File: src/rtl/lpm_pkg.sv
// Types, codes and helper functions of the longest prefix match route table.
`timescale 1ns / 1ps

package lpm_pkg;

  localparam int LpmMaxIfaces = 16;
  localparam int LpmLimW      = 9;

  localparam logic [2:0] ST_ADDED     = 3'd0;
  localparam logic [2:0] ST_BAD_LEN   = 3'd1;
  localparam logic [2:0] ST_BAD_IFACE = 3'd2;
  localparam logic [2:0] ST_FULL      = 3'd3;
  localparam logic [2:0] ST_FORWARDED = 3'd4;
  localparam logic [2:0] ST_TTL_DROP  = 3'd5;
  localparam logic [2:0] ST_NO_ROUTE  = 3'd6;

  typedef struct packed {
    logic [31:0] prefix;
    logic [5:0]  len;
    logic        has_hop;
    logic [31:0] hop;
    logic [3:0]  iface;
  } lpm_entry_t;

  typedef struct packed {
    logic [31:0] dst;
    logic [7:0]  ttl;
    logic        found;
    logic [5:0]  len;
    logic [3:0]  iface;
    logic [31:0] hop;
  } lpm_pkt_t;

  function automatic logic [31:0] lpm_mask(input logic [5:0] len);
    return ~(32'hFFFF_FFFF >> len);
  endfunction

endpackage

File: src/rtl/lpm_cell.sv
// One route table cell: holds one route and updates the passing lookup.
`timescale 1ns / 1ps

module lpm_cell (
  input  logic              clk_i,
  input  logic              rst_ni,
  input  logic              wr_en_i,
  input  lpm_pkg::lpm_entry_t wr_entry_i,
  input  logic              active_i,
  input  logic              vld_i,
  input  lpm_pkg::lpm_pkt_t pkt_i,
  output logic              vld_o,
  output lpm_pkg::lpm_pkt_t pkt_o
);
  import lpm_pkg::*;

  lpm_entry_t entry_q;
  lpm_pkt_t   pkt_d, pkt_q;
  logic       vld_q;
  logic       hit;

  always_ff @(posedge clk_i) begin
    if (wr_en_i) begin
      entry_q <= wr_entry_i;
    end
  end

  always_comb begin
    hit = active_i && ((pkt_i.dst & lpm_mask(entry_q.len)) == entry_q.prefix) &&
          (!pkt_i.found || (entry_q.len > pkt_i.len));
    pkt_d = pkt_i;
    if (hit) begin
      pkt_d.found = 1'b1;
      pkt_d.len   = entry_q.len;
      pkt_d.iface = entry_q.iface;
      pkt_d.hop   = entry_q.has_hop ? entry_q.hop : pkt_i.dst;
    end
  end

  always_ff @(posedge clk_i or negedge rst_ni) begin
    if (!rst_ni) begin
      vld_q <= 1'b0;
    end else begin
      vld_q <= vld_i;
    end
  end

  always_ff @(posedge clk_i) begin
    if (vld_i) begin
      pkt_q <= pkt_d;
    end
  end

  assign vld_o = vld_q;
  assign pkt_o = pkt_q;

endmodule

File: config.mk
export PLATFORM = sky130hd
export DESIGN_NAME = lpm_cell
export DESIGN_NICKNAME = d
export VERILOG_FILES = /design/src/rtl/lpm_pkg.sv /design/src/rtl/lpm_cell.sv
export SDC_FILE = /design/constraint.sdc
export NUM_CORES = 1
export LEC_CHECK = 0
export ABC_AREA = 1
export BUFFER_PORTS_ARGS = -buffer_cell sky130_fd_sc_hd__clkbuf_2
export CAP_MARGIN = 25
export CORE_MARGIN = 1.5
export CORE_UTILIZATION = 54
export DETAILED_ROUTE_END_ITERATION = 12
export HOLD_SLACK_MARGIN = 0.03
export MAX_ROUTING_LAYER = met4
export PLACE_DENSITY = 0.85
export RECOVER_POWER = 25
export SETUP_SLACK_MARGIN = 0.15
export SYNTH_ARGS = -nofsm -noshare
export SYNTH_HDL_FRONTEND = slang
export SYNTH_SLANG_ARGS = --single-unit
File: constraint.sdc
create_clock -name clk_i -period 5.8 [get_ports clk_i]
set_input_delay 0.29 -clock clk_i [delete_from_list [all_inputs] [get_ports clk_i]]
set_output_delay 0.29 -clock clk_i [all_outputs]
set_load 0.005 [all_outputs]
Word-level counts from Yosys, hierarchy flattened. Cells that the tools add are included.

Output and inout bits: 84. Logic and storage cells: 23. Bits in registers: 159. Bits of input ports: 163.

Shift operators: 1. Bitwise operators: 2. Order comparisons: 1. Equal/unequal tests: 1. Muxes and demuxes: 2. Reductions and logical operators: 4.

Operators by type and width (count): 2-to-1 mux 42 bit (1); AND 32 bit (1); == test 32 bit (1); 2-to-1 mux 32 bit (1); NOT 32 bit (1); right shift 32 x 6 -> 32 bit (first input constant) (1); greater-than comparator 6 bit (1); logical AND 1 bit (2); logical NOT 1 bit (1); logical OR 1 bit (1).

Depth between registers and ports, before layout.
Word-level depth: 7. Gate-level depth with buffers: 17. Depth with buffers taken out: 15.

Worst setup path after synthesis. OpenSTA, ideal clock, no wires.

Path type: register -> register. Start point: register entry_q[42] (netlist bit). End point: register pkt_q, in the netlist pkt_o[32] (data pin). Path buffers: 2. Stages on the path, launching flop included: 15. Arrival: 1853 ps. Data required time: 5547 ps. Setup time: 253 ps. Slack: 3694 ps. Clock period less this slack: 2106 ps. Cells stage by stage: edfxtp_1 -> nor2_2 -> buf_6 -> nand2_1 -> nand3b_1 -> nand2_1 -> nor2_1 -> nand2_1 -> nor2_1 -> nand2_1 -> nor2_2 -> nand4_4 -> buf_6 -> nand2_1 -> nand2_1.

RTL lines: start, declared (RTL line lpm_cell.sv:17) `lpm_entry_t entry_q;`; start signal, assigned (RTL line lpm_cell.sv:24) `entry_q <= wr_entry_i;`; end signal, assigned (RTL line lpm_cell.sv:50) `pkt_q <= pkt_d;`; end, declared (RTL line lpm_cell.sv:18) `lpm_pkt_t pkt_d, pkt_q;`.

==> flow_metrics.env <==
export IMPL_io_buffer_count=246
export IMPL_setup_slack_ps=2200
export IMPL_rows=41
export IMPL_synth_top_cell_area_share_pct=66.1
export IMPL_synthArstFlopShare_pct=0.629
export IMPL_antenna_found_initial=0
export IMPL_vias_per_cell=5.28
export IMPL_synth_top_area_cell="edfxtp_1"
export IMPL_ys_types=25
export IMPL_syn_nets=797
export IMPL_cts_resized=0
export IMPL_maxCapViolCount=1
export IMPL_clock_path_buffers=2
export IMPL_grt_max_degree=85
export IMPL_crit_start="entry_q[40]"
export IMPL_intPower_uw=2150
export IMPL_grt_use_total_pct=26.7
export IMPL_syn_area_per_cell_um2=11.4
export IMPL_final_common_cell="nand2_1"
export IMPL_violations="max-capacitance violations, max-slew violations"
export IMPL_ir_drop_mv=0.186
export IMPL_hold_path_class="input port to flip-flop"
export IMPL_die_area_um2=14000
export IMPL_maxSlewViolCount=28
export IMPL_crit_fanout=43
export IMPL_drive_above_1_share_pct=31.2
export IMPL_crit_arrival_ps=3770
export IMPL_slew_headroom_pct=-18.4
export IMPL_min_from="wr_entry_i[16]"
export IMPL_placedCellCount=1023
export IMPL_stdcell_count=1079
export IMPL_drt_pass1_iter_count=8
export IMPL_start_util_pct=56.2
export IMPL_clk_insertion_delay_late_ps=420
export IMPL_core_um2=12800
export IMPL_worstReg2RegEnd="pkt_o[3]"
export IMPL_worst_r2r_setup_slack_ps=2200
export IMPL_multi_input_comb_area_um2=2070
export IMPL_max_freq_mhz=278
export IMPL_cellPowerDensity_nw_per_um2=305
export IMPL_switching_share_pct=24.0
export IMPL_period_share_pct=62.0
export IMPL_grt_pass1_wl_mm=27.4
export IMPL_synthToLayoutAreaGrowth_pct=28.9
export IMPL_ioPinCount=247
export IMPL_die_h_um=118
export IMPL_tns_ps=0
export IMPL_switchingPower_uw=678
export IMPL_power_frac_clock_pct=39.0
export IMPL_die_x_um=118
export IMPL_hold_violations=0
export IMPL_ant_nets=0
export IMPL_p_total_uw=2830
export IMPL_status="complete, but fails checks"
export IMPL_final_setup_viol_count=0
export IMPL_final_cell_mix="225 x nand2_1, 209 x clkbuf_2, 158 x edfxtp_1"
export IMPL_routed_via_count=5696
export IMPL_cts_htree_levels=4
export IMPL_numCtsBuffers=17
export IMPL_seq_power_share_pct=49.5
export IMPL_grt_overflow=0
export IMPL_r2r_worst_path_cells=10
export IMPL_rsz0062_at_grt="no"
export IMPL_final_util_pct=72.5
export IMPL_min_to="entry_q[16]"
export IMPL_wl_per_cell_um=16.7
export IMPL_cp_start_kind="flip-flop"
export IMPL_r2r_start="entry_q[40]"
export IMPL_synth_warnings=0
export IMPL_gp_congestion=0.867
export IMPL_syn_inst=628
export IMPL_clkSinkCount=159
export IMPL_grt_pass1_vias=5477
export IMPL_fin_crit_ps=3600
export IMPL_clk_pin_slew_ps=70
export IMPL_skew_ps=7.88
export IMPL_wl_mm=18.0
export IMPL_endpoint_kind="flip-flop"
export IMPL_synth_area_um2=7180
export IMPL_num_nets_final=1063
export IMPL_fillers=911
export IMPL_worst_pin_slew_ps=1780
export IMPL_drcViolationCount=0
export IMPL_cp_required_ps=5970
export IMPL_ys_top_cells_by_area="edfxtp_1 66%, nand2_1 12%, mux2_2 4.4%, nand4_1 4.2%, inv_1 2.0%"
export IMPL_ys_seq_area_share_pct=66.4
export IMPL_crit_type="flip-flop to flip-flop"
export IMPL_p_leak_uw=0.00419
export IMPL_pre_cts_ws_ps=2270
export IMPL_seqCellArea_um2=4770
export IMPL_hpwl_mm=12.4
export IMPL_cts_tree="built"
export IMPL_antennaDiodeCount=0
export IMPL_synth_flop_cell="edfxtp_1"
export IMPL_holdPathStages=1
export IMPL_synth_edff_count=158
export IMPL_first_iter_violations=581
export IMPL_ys_ff_latch=159
export IMPL_combinationalPowerShare_pct=11.5
export IMPL_root_buffer="clkbuf_16"
==> critical path: stages, from the launching register on <==
cell	delay, ps
edfxtp_1	570
ha_1	380
nand2_1	60
nor2_1	120
o21ai_0	120
o211ai_1	100
nand2_1	80
nand2_2	710
nand4_4	840
nand2_1	280
nand2_1	70
==> stage by stage <==
step                      instance area (µm²)  hold slack [ps]
after floorplan                          7180            -5.59
after global placement                   8460             65.5
after detailed placement                 8460             67.0
after CTS                                9170             30.1
after global routing                     9260             30.0
final                                    9260             42.4
==> sequential cells by signal, summed over array words and instances, names as in the netlist <==
name     cells
pkt_o       83
vld_o        1
entry_q     75
==> power by group through the flow <==
stage                     registers [µW]  logic, µW  clock network, µW
after global routing                1410        363               1160
after detailed placement            1420        312                  0
final                               1400        326               1100
after floorplan                     1420        146                  0
after global placement              1420        304                  0
after CTS                           1400        321               1110
==> layout make-up <==
| type | instances | share of cell area [%] |
|---|---|---|
| Timing Repair Buffer | 272 | 15.8 |
| Multi-Input combinational cell | 402 | 22.3 |
| Clock buffer | 17 | 4.59 |
| Sequential cell | 159 | 51.5 |
| Tap cell | 172 | 2.32 |
| Clock inverter | 15 | 1.74 |
| Inverter | 42 | 1.70 |
==> worst max path at each step <==
stage,end,slack (ps),cells after the start
3_3_place_gp,pkt_o[0],2470,10
3_5_place_dp,pkt_o[41],2270,10
2_1_floorplan,pkt_o[32],3690,14
6_report,pkt_o[3],2200,10
5_1_grt,pkt_o[25],2020,10
4_1_cts,pkt_o[3],2230,10
==> cell usage after synthesis (2+ instances only) <==
cell      count
nor2_4        2
nand3_1      25
xor2_1        3
ha_1          6
nand2_2       2
buf_2        10
edfxtp_1    158
mux2_2       28
nor2_2        3
inv_2         3
o21ai_0       8
clkbuf_1      4
buf_6        11
inv_1        39
a21oi_1       3
nor2_1       28
nand2_1     226
nand4_1      48
nand3b_1     15
==> routing by layer <==
metal	track usage [%]	share of wire [%]	routed length [µm]
met5	-	0	0
met4	12.0	3.3	601
met3	5.26	7.8	1410
met2	43.9	49	8880
met1	32.0	40	7120
==> timing repair <==
item / in CTS / in global routing
hold buffers: 12 / 11
hold endpoints to repair: 12 / 11
setup buffers: 0 / 0
==> kinds of logic (layout without fill, tap and decap cells) <==
group	after synthesis	in the layout	share of synthesized area, %
xor+xnor	4	4	0.488
flops	159	159	66.4
fa+ha+maj	6	6	1.05
buf+inv	67	346	4.82
mux	28	28	4.39
simple gates	350	350	21.8
compound gates	14	14	1.05
(Power assumes the default switching activity.)
